**config.mk**
```make
export PLATFORM = sky130hd
export DESIGN_NAME = tick_task_scheduler
export DESIGN_NICKNAME = d
export VERILOG_FILES = /design/src/rtl/core/tts_pkg.sv /design/src/rtl/core/tick_task_scheduler.sv /design/src/rtl/core/tts_table.sv
export SDC_FILE = /design/constraint.sdc
export NUM_CORES = 2
export LEC_CHECK = 0
export BUFFER_PORTS_ARGS = -buffer_cell sky130_fd_sc_hd__buf_2
export CORE_MARGIN = 4
export CORE_UTILIZATION = 51
export CTS_BUF_LIST = sky130_fd_sc_hd__clkbuf_4 sky130_fd_sc_hd__clkbuf_8
export DETAILED_ROUTE_END_ITERATION = 12
export MAX_ROUTING_LAYER = met4
export PLACE_DENSITY = 0.71
export SKIP_CTS_REPAIR_TIMING = 1
export SLEW_MARGIN = 0
export SYNTH_ARGS = -nofsm -noshare
export SYNTH_HDL_FRONTEND = slang
export SYNTH_SLANG_ARGS = --single-unit
```
**constraint.sdc**
```tcl
create_clock -name clk -period 6.3 [get_ports clk]
set_input_delay 0.315 -clock clk [delete_from_list [all_inputs] [get_ports clk]]
set_output_delay 0.315 -clock clk [all_outputs]
set_load 0.01 [all_outputs]
```
**src/rtl/core/tts_pkg.sv**
```systemverilog
// shared types and constants for the tick task scheduler
`default_nettype none
package tts_pkg;
  localparam int MAX_TASKS = 64;
  localparam int TIME_BITS = 20;
  localparam logic [1:0] FUNC_WRITE = 2'd0;
  localparam logic [1:0] FUNC_TICK  = 2'd1;
  localparam logic [1:0] FUNC_DONE  = 2'd2;
  localparam logic       KIND_DISPATCH = 1'b0;
  localparam logic       KIND_PASS_END = 1'b1;
  localparam logic [1:0] CFG_LOOP_PERIOD = 2'd0;
  localparam logic [1:0] CFG_TASK_COUNT  = 2'd1;
  localparam logic [1:0] CFG_SLOWDOWN    = 2'd2;
  localparam logic [12:0] BUDGET_CAP  = 13'd5000;
  localparam logic [12:0] BUDGET_UP   = 13'd100;
  localparam logic [12:0] BUDGET_DOWN = 13'd50;
  localparam logic [5:0]  CLEAN_LIMIT = 6'd50;
  localparam logic [4:0]  SPARE_WRAP  = 5'd31;
  localparam logic [20:0] SPARE_MAX   = 21'h1FFFFF;

  typedef struct packed {
    logic [1:0]  func;
    logic [5:0]  task_index;
    logic [15:0] period_ticks;
    logic [15:0] budget_us;
    logic        fast_task;
    logic [19:0] time_us;
  } tts_in_t;

  typedef struct packed {
    logic        kind;
    logic [5:0]  run_index;
    logic [15:0] allowed_us;
    logic        slipped;
    logic        prev_overrun;
    logic [20:0] spare_us;
    logic [4:0]  spare_count;
    logic [12:0] extra_budget_us;
  } tts_out_t;

  typedef struct packed {
    logic [15:0] interval;
    logic [15:0] budget;
    logic        fast;
  } tts_entry_t;
endpackage
`default_nettype wire

```
**src/rtl/core/tick_task_scheduler.sv**
```systemverilog
// top level of the tick task scheduler
`default_nettype none
// One item at a time. A table write goes into the table memory as the item
// is taken. A tick or done report scans the task table through the table
// memory, a read state and an evaluate state per slot. A dispatch is
// registered in the evaluate state of its slot, a pass end in the output
// state after the end state, and a done report that uses up the time goes
// straight to the end state. After reset a clearing pass writes zero into
// every last run tick entry, with no item taken meanwhile.
// The result sits in an output register; a new item is taken once it is gone.
module tick_task_scheduler import tts_pkg::*; (
  input  wire logic  clk,
  input  wire logic  rst_n,
  input  wire logic  in_valid,
  output logic       in_stall,
  input  wire tts_in_t in_data,
  output logic       out_valid,
  input  wire logic  out_stall,
  output tts_out_t   out_data,
  input  wire logic  cfg_valid,
  output logic       cfg_ready,
  input  wire logic [1:0]  cfg_index,
  input  wire logic [14:0] cfg_data
);
  localparam int AW = (MAX_TASKS > 1) ? $clog2(MAX_TASKS) : 1;
  localparam int CW = $clog2(MAX_TASKS + 1) + 1;
  localparam logic [TIME_BITS-1:0] TIME_MAX = {TIME_BITS{1'b1}};

  typedef enum logic [5:0] {
    S_CLEAR = 6'b000001, S_IDLE = 6'b000010, S_READ = 6'b000100,
    S_EVAL  = 6'b001000, S_END  = 6'b010000, S_OUT  = 6'b100000
  } state_t;

  state_t state_r, state_nxt;
  logic [14:0] loop_r;
  logic [6:0]  tcount_r;
  logic [4:0]  slow_r;
  logic [15:0] tick_r;
  logic [CW-1:0] pos_r;
  logic [TIME_BITS-1:0] left_r;
  logic [15:0] cur_r;
  logic pass_r, na_r, ovr_r;
  logic [5:0]  clean_r;
  logic [12:0] extra_r;
  logic [20:0] spare_r;
  logic [4:0]  spcnt_r;
  tts_out_t    out_r;
  logic        ov_r;

  tts_entry_t  t_rd;
  logic [15:0] l_rd;
  logic lw_en;
  logic [AW-1:0] lw_addr;
  logic [15:0] lw_data;
  logic [CW-1:0] n_lim;

  assign n_lim = (tcount_r > 7'(MAX_TASKS)) ? CW'(MAX_TASKS) : CW'(tcount_r);

  logic take;
  assign in_stall = !(state_r == S_IDLE) || ov_r;
  assign take = in_valid && !in_stall;
  assign cfg_ready = 1'b1;
  assign out_valid = ov_r;
  assign out_data = out_r;

  tts_table #(.AW(AW)) u_table (
    .clk(clk),
    .tw_en(take && in_data.func == FUNC_WRITE && 32'(in_data.task_index) < MAX_TASKS),
    .tw_addr(AW'(in_data.task_index)),
    .tw_data({in_data.period_ticks, in_data.budget_us, in_data.fast_task}),
    .lw_en(lw_en), .lw_addr(lw_addr), .lw_data(lw_data),
    .rd_addr(pos_r[AW-1:0]), .t_rd(t_rd), .l_rd(l_rd)
  );

  // evaluation of the slot read
  logic [15:0] dt, iv;
  logic [16:0] iv2;
  logic [20:0] ivs;
  logic due, fits, slip_e;
  always_comb begin
    dt = tick_r - l_rd;
    iv = (t_rd.interval == 16'd0) ? 16'd1 : t_rd.interval;
    iv2 = {iv, 1'b0};
    ivs = iv * slow_r;
    due = t_rd.fast || dt >= iv;
    fits = t_rd.fast || TIME_BITS'(t_rd.budget) <= left_r;
    slip_e = !t_rd.fast && 17'(dt) >= iv2;
  end

  // pass end arithmetic
  logic [21:0] ssum;
  logic [20:0] sacc;
  logic [4:0]  spn;
  logic [13:0] ebump;
  always_comb begin
    ssum = 22'(spare_r) + 22'(left_r);
    sacc = ssum[21] ? SPARE_MAX : ssum[20:0];
    spn = spcnt_r + 5'd1;
    ebump = 14'(extra_r) + 14'(BUDGET_UP);
  end

  logic [TIME_BITS:0] avail;
  assign avail = (TIME_BITS+1)'(in_data.time_us) + (TIME_BITS+1)'(extra_r);

  always_comb begin
    state_nxt = state_r;
    lw_en = 1'b0;
    lw_addr = pos_r[AW-1:0];
    lw_data = tick_r;
    case (state_r)
      S_CLEAR: begin
        lw_en = 1'b1;
        lw_data = 16'd0;
        if (pos_r == CW'(MAX_TASKS - 1)) state_nxt = S_IDLE;
      end
      S_IDLE: if (take) begin
        if (in_data.func == FUNC_TICK) state_nxt = S_READ;
        else if (in_data.func == FUNC_DONE && pass_r) begin
          lw_en = pos_r < CW'(MAX_TASKS);
          if (32'(in_data.time_us) >= 32'(left_r)) state_nxt = S_END;
          else state_nxt = S_READ;
        end
      end
      S_READ: state_nxt = (pos_r < n_lim) ? S_EVAL : S_END;
      S_EVAL: state_nxt = (due && fits) ? S_OUT : S_READ;
      S_END: state_nxt = S_OUT;
      S_OUT: state_nxt = S_IDLE;
      default: state_nxt = S_IDLE;
    endcase
  end

  always_ff @(posedge clk) begin
    if (!rst_n) begin
      state_r <= S_CLEAR;
      loop_r <= 15'd2500; tcount_r <= 7'd0; slow_r <= 5'd4;
      tick_r <= '0; pos_r <= '0; left_r <= '0; cur_r <= '0;
      pass_r <= 1'b0; na_r <= 1'b0; ovr_r <= 1'b0;
      clean_r <= '0; extra_r <= '0; spare_r <= '0; spcnt_r <= '0;
      ov_r <= 1'b0;
    end else begin
      state_r <= state_nxt;
      if (cfg_valid) begin
        case (cfg_index)
          CFG_LOOP_PERIOD: loop_r <= cfg_data;
          CFG_TASK_COUNT:  tcount_r <= cfg_data[6:0];
          CFG_SLOWDOWN:    slow_r <= cfg_data[4:0];
          default: ;
        endcase
      end
      if (ov_r && !out_stall) ov_r <= 1'b0;
      case (state_r)
        S_CLEAR: pos_r <= (pos_r == CW'(MAX_TASKS - 1)) ? '0 : pos_r + 1'b1;
        S_IDLE: if (take) begin
          if (in_data.func == FUNC_TICK) begin
            tick_r <= tick_r + 16'd1;
            left_r <= avail[TIME_BITS] ? TIME_MAX : avail[TIME_BITS-1:0];
            pos_r <= '0; pass_r <= 1'b1; ovr_r <= 1'b0;
          end else if (in_data.func == FUNC_DONE && pass_r) begin
            ovr_r <= 32'(in_data.time_us) > 32'(cur_r);
            if (32'(in_data.time_us) >= 32'(left_r)) left_r <= '0;
            else begin
              left_r <= left_r - TIME_BITS'(in_data.time_us);
              pos_r <= pos_r + 1'b1;
            end
          end
        end
        S_EVAL: begin
          if (due && !t_rd.fast && 32'(dt) >= 32'(ivs)) na_r <= 1'b1;
          if (due && fits) begin
            cur_r <= t_rd.fast ? 16'(loop_r) : t_rd.budget;
            out_r <= '{KIND_DISPATCH, pos_r[5:0],
                       t_rd.fast ? 16'(loop_r) : t_rd.budget,
                       slip_e, ovr_r, spare_r, spcnt_r, extra_r};
            ov_r <= 1'b1;
          end else pos_r <= pos_r + 1'b1;
        end
        S_END: begin
          if (spn == SPARE_WRAP + 5'd1) begin
            spcnt_r <= 5'd16; spare_r <= sacc >> 1;
          end else begin
            spcnt_r <= spn; spare_r <= sacc;
          end
          pass_r <= 1'b0; pos_r <= '0;
          if (na_r) begin
            extra_r <= (ebump > 14'(BUDGET_CAP)) ? BUDGET_CAP : ebump[12:0];
            na_r <= 1'b0; clean_r <= '0;
          end else if (extra_r != 13'd0) begin
            if (clean_r + 6'd1 > CLEAN_LIMIT) begin
              clean_r <= '0;
              extra_r <= (extra_r >= BUDGET_DOWN) ? extra_r - BUDGET_DOWN : 13'd0;
            end else clean_r <= clean_r + 6'd1;
          end
        end
        S_OUT: if (!(state_r == S_OUT && ov_r)) begin
          out_r <= '{KIND_PASS_END, 6'd0, 16'd0, 1'b0, ovr_r,
                     spare_r, spcnt_r, extra_r};
          ov_r <= 1'b1;
        end
        default: ;
      endcase
    end
  end

  a_no_take_busy: assert property (@(posedge clk) disable iff (!rst_n)
    (state_r != S_IDLE) |-> in_stall) else $error("item taken while busy");
  a_out_hold: assert property (@(posedge clk) disable iff (!rst_n)
    (ov_r && out_stall) |=> (ov_r && $stable(out_r))) else $error("result lost");
  a_pos_range: assert property (@(posedge clk) disable iff (!rst_n)
    (state_r == S_EVAL) |-> (pos_r < n_lim)) else $error("scan past table");
endmodule
`default_nettype wire

```
**src/rtl/core/tts_table.sv**
```systemverilog
// task table and last run tick memories, one registered read port each
`default_nettype none
module tts_table import tts_pkg::*; #(
  parameter int AW = 6
) (
  input  wire logic          clk,
  input  wire logic          tw_en,
  input  wire logic [AW-1:0] tw_addr,
  input  wire tts_entry_t    tw_data,
  input  wire logic          lw_en,
  input  wire logic [AW-1:0] lw_addr,
  input  wire logic [15:0]   lw_data,
  input  wire logic [AW-1:0] rd_addr,
  output tts_entry_t         t_rd,
  output logic [15:0]        l_rd
);
  tts_entry_t  tmem [2**AW];
  logic [15:0] lmem [2**AW];
  always_ff @(posedge clk) begin
    if (tw_en) tmem[tw_addr] <= tw_data;
    t_rd <= tmem[rd_addr];
  end
  always_ff @(posedge clk) begin
    if (lw_en) lmem[lw_addr] <= lw_data;
    l_rd <= lmem[rd_addr];
  end
endmodule
`default_nettype wire
```
==> impl_metrics.yaml <==
status:
  status: "finished, violations left"
  violations: "hold timing"
clock_network:
  clockBufferDepth: 4
  cts-root-buf: "clkbuf_8"
  cts_sinks: 3389
  cts_max_level: 6
  cts_tree: "built"
  clkLatencyLatePin_ps: 1040
  cts.clk_slew.worst_paths_ps: 60
  cts_buffers: 536
sta:
  fin_skew_ps: 118.4
  clock.fmax_ghz: 0.1728
  tightestPinTransition_ps: 1420
  relSlewSlack_pct: 4.473
  holdWs_ps: -13.57
  final_hold_viol_count: 3
  period_minus_slack_ps: 5787
  rsz0062_at_grt: "no"
  fin_crit_sh_pct: 91.86
  tns_ps: 0
  maxSlewViolCount: 0
  setup_violations: 0
place:
  gp_congestion: 0.9130
  hpwl_um: 219400
  numPortBuffers: 147
finish:
  regArea_um2: 99870
  nets: 8753
  mostFrequentLayoutCells: "edfxtp_1, a22oi_1, clkbuf_8"
  layout_commonest_cell: "edfxtp_1"
  syn2layout_area_growth_pct: 13.04
  multi_input_area_um2: 28470
  drive_above_1_share_pct: 15.83
  fill_cells: 18650
global_routing:
  grt_usage_pct: 28.84
  grt-ovfl-total: 0
  grt_pass1_wl_um: 543000
  grt_pass1_vias: 77900
  grt_max_degree: 106
  antenna_found_initial: 37
synthesis:
  synth_cell_type_count: 99
  synthFlopType: "edfxtp_1"
  synth.avg_cell_area_um2: 16.54
  synth_cells: 7870
  netlist_area_um2: 130200
  synth_seq_area_share_pct: 76.72
  synth_edf_count: 3199
  yosysWarningCount: 0
  async_reset_ff_share_pct: 0
  syn-num-nets: 8190
  ys_ff_latch: 3389
floorplan:
  dieArea_um2: 263400
  coreArea_um2: 253900
  fp.dieH_um: 513.2
  initial_utilization_pct: 51.26
  die_x_um: 513.2
  ios: 150
  num_rows: 185
worst_setup_path:
  setup.worst_path.end_class: "flop"
  start_kind: "flop"
  endpoint: "na_r"
  arrival_ps: 6670
  crit_type: "reg2reg"
  crit_required_ps: 7180
  r2r_cells: 25
  rrSetupSlack_ps: 510
  r2r_end: "na_r"
  r2r_start: "u_table.t_rd[25]"
  crit_path_start: "u_table.t_rd[25]"
  worstPathMaxFanout: 7
route:
  drt_iter0_markers: 12000
  wl_um: 380000
  viasPerCell: 6.634
  drc: 0
  num_vias: 80960
  dr.pass1.iters: 6
  wl_per_cell_um: 31.14
  ant_nets: 0
power:
  peakVddDrop_mv: 0.2028
  p_leak_nw: 47.95
  power_density_nw_per_um2: 328.7
worst_hold_path:
  min_path_type: "in2reg"
run:
  maxCapViolations: 0
## cells by family after synthesis
| logic type | count (synthesis) | synth area share, % |
|---|---|---|
| flip-flops | 3389 | 76.72 |
| AO/OA/AOI/OAI | 2432 | 13.88 |
| AND/OR/NAND/NOR | 1045 | 4.076 |
| buffers and inverters | 635 | 1.871 |
| adder cells (fa/ha/maj) | 237 | 2.538 |
| XOR/XNOR | 93 | 0.6258 |
| multiplexers | 37 | 0.2864 |
| other | 2 | 0.005769 |
## synth_stat cells, drive strengths merged (45+ instances only)
cell type     n  share of area, %
a22oi       986               5.7
ha          192               1.8
nand2       168              0.48
xnor2        51              0.34
fa           45              0.69
dfxtp       190               2.9
a21oi       253               1.0
edfxtp     3199                74
a221oi      311               2.1
nand3       120              0.47
clkbuf      362               1.0
a22o        292               2.0
nand4       163              0.78
inv         158              0.46
buf         115              0.37
a31oi       257               1.2
o21ai       102              0.40
a21o         55              0.32
and2         88              0.42
nor2        293              0.85
## area by class of cell
type	instances	share of cell area (%)
diodes	46	0.07823
inverters	158	0.4031
clock inverters	176	0.6947
multi-input cells	3846	19.35
flip-flops and latches	3389	67.87
clock buffers	721	6.030
repair buffers	502	2.714
well taps	3366	2.862
## registers in the layout (all words and copies together), names as in the netlist, 16 cells and up
signal and count:
tick_r 16, u_table.tmem 2112, left_r 20, u_table.t_rd 33, cur_r 16, spare_r 21, out_data 63, u_table.l_rd 16
u_table.lmem 1024
## stage by stage
stage	setup WS, ps	total power, mW	utilization (%)	instances	area (um^2)
finish	513.0	48.37	57.95	12200	147100
global route	110.8	50.04	57.94	12200	147100
CTS	499.9	48.36	57.66	12100	146400
detailed placement	521.1	31.01	53.76	11200	136500
global placement	370.0	30.93	53.76	11200	136500
floorplan	710.9	28.66	-	7870	130200
## worst max-delay path: stages (launching register included)
cell       delay (ps)
dfxtp_1           360
nor4_1            430
a41oi_1           240
inv_1             180
nand2_1            80
fa_1              500
fa_1              430
fa_1              490
inv_1              40
ha_1              310
nor2b_1           160
o31a_1            280
o31ai_2           270
nand2b_1           90
a21oi_1           190
xnor2_1           140
ha_1              260
a21oi_1           140
nor2b_1            60
o21ai_0           160
nand2b_1           90
a21oi_1           170
o21ai_0           100
a211o_1           280
o2111ai_1          90
o21ai_0           110
## power breakdown
| group | total, mW | internal, mW | switching [mW] |
|---|---|---|---|
| sequential | 24.9 | 24.8 | 0.174 |
| combinational | 5.78 | 1.91 | 3.87 |
| clock | 17.7 | 9.27 | 8.40 |
| total | 48.4 | 35.9 | 12.4 |
## per-layer routing
metal | vias up | share of wire (%) | global-route usage, %
li1 | 33580 | - | -
met1 | 40550 | 37 | 38.51
met2 | 5948 | 45 | 42.58
met3 | 882 | 13 | 8.224
met4 | 0 | 3.8 | 10.33
met5 | - | 0 | -
## worst min-delay path by stage
stage	slack, ps	from	endpoint	cells after the start
after floorplan	410	spare_r[20]	out_data[38]	0
after global placement	450	loop_r[9]	loop_r[9]	2
after detailed placement	450	spare_r[3]	out_data[21]	0
after CTS	-530	cfg_data[11]	loop_r[11]	3
after global routing	6	in_data[10]	left_r[10]	5
final	-10	cfg_valid	slow_r[3]	4
Power figures use the tool's default switching activity.
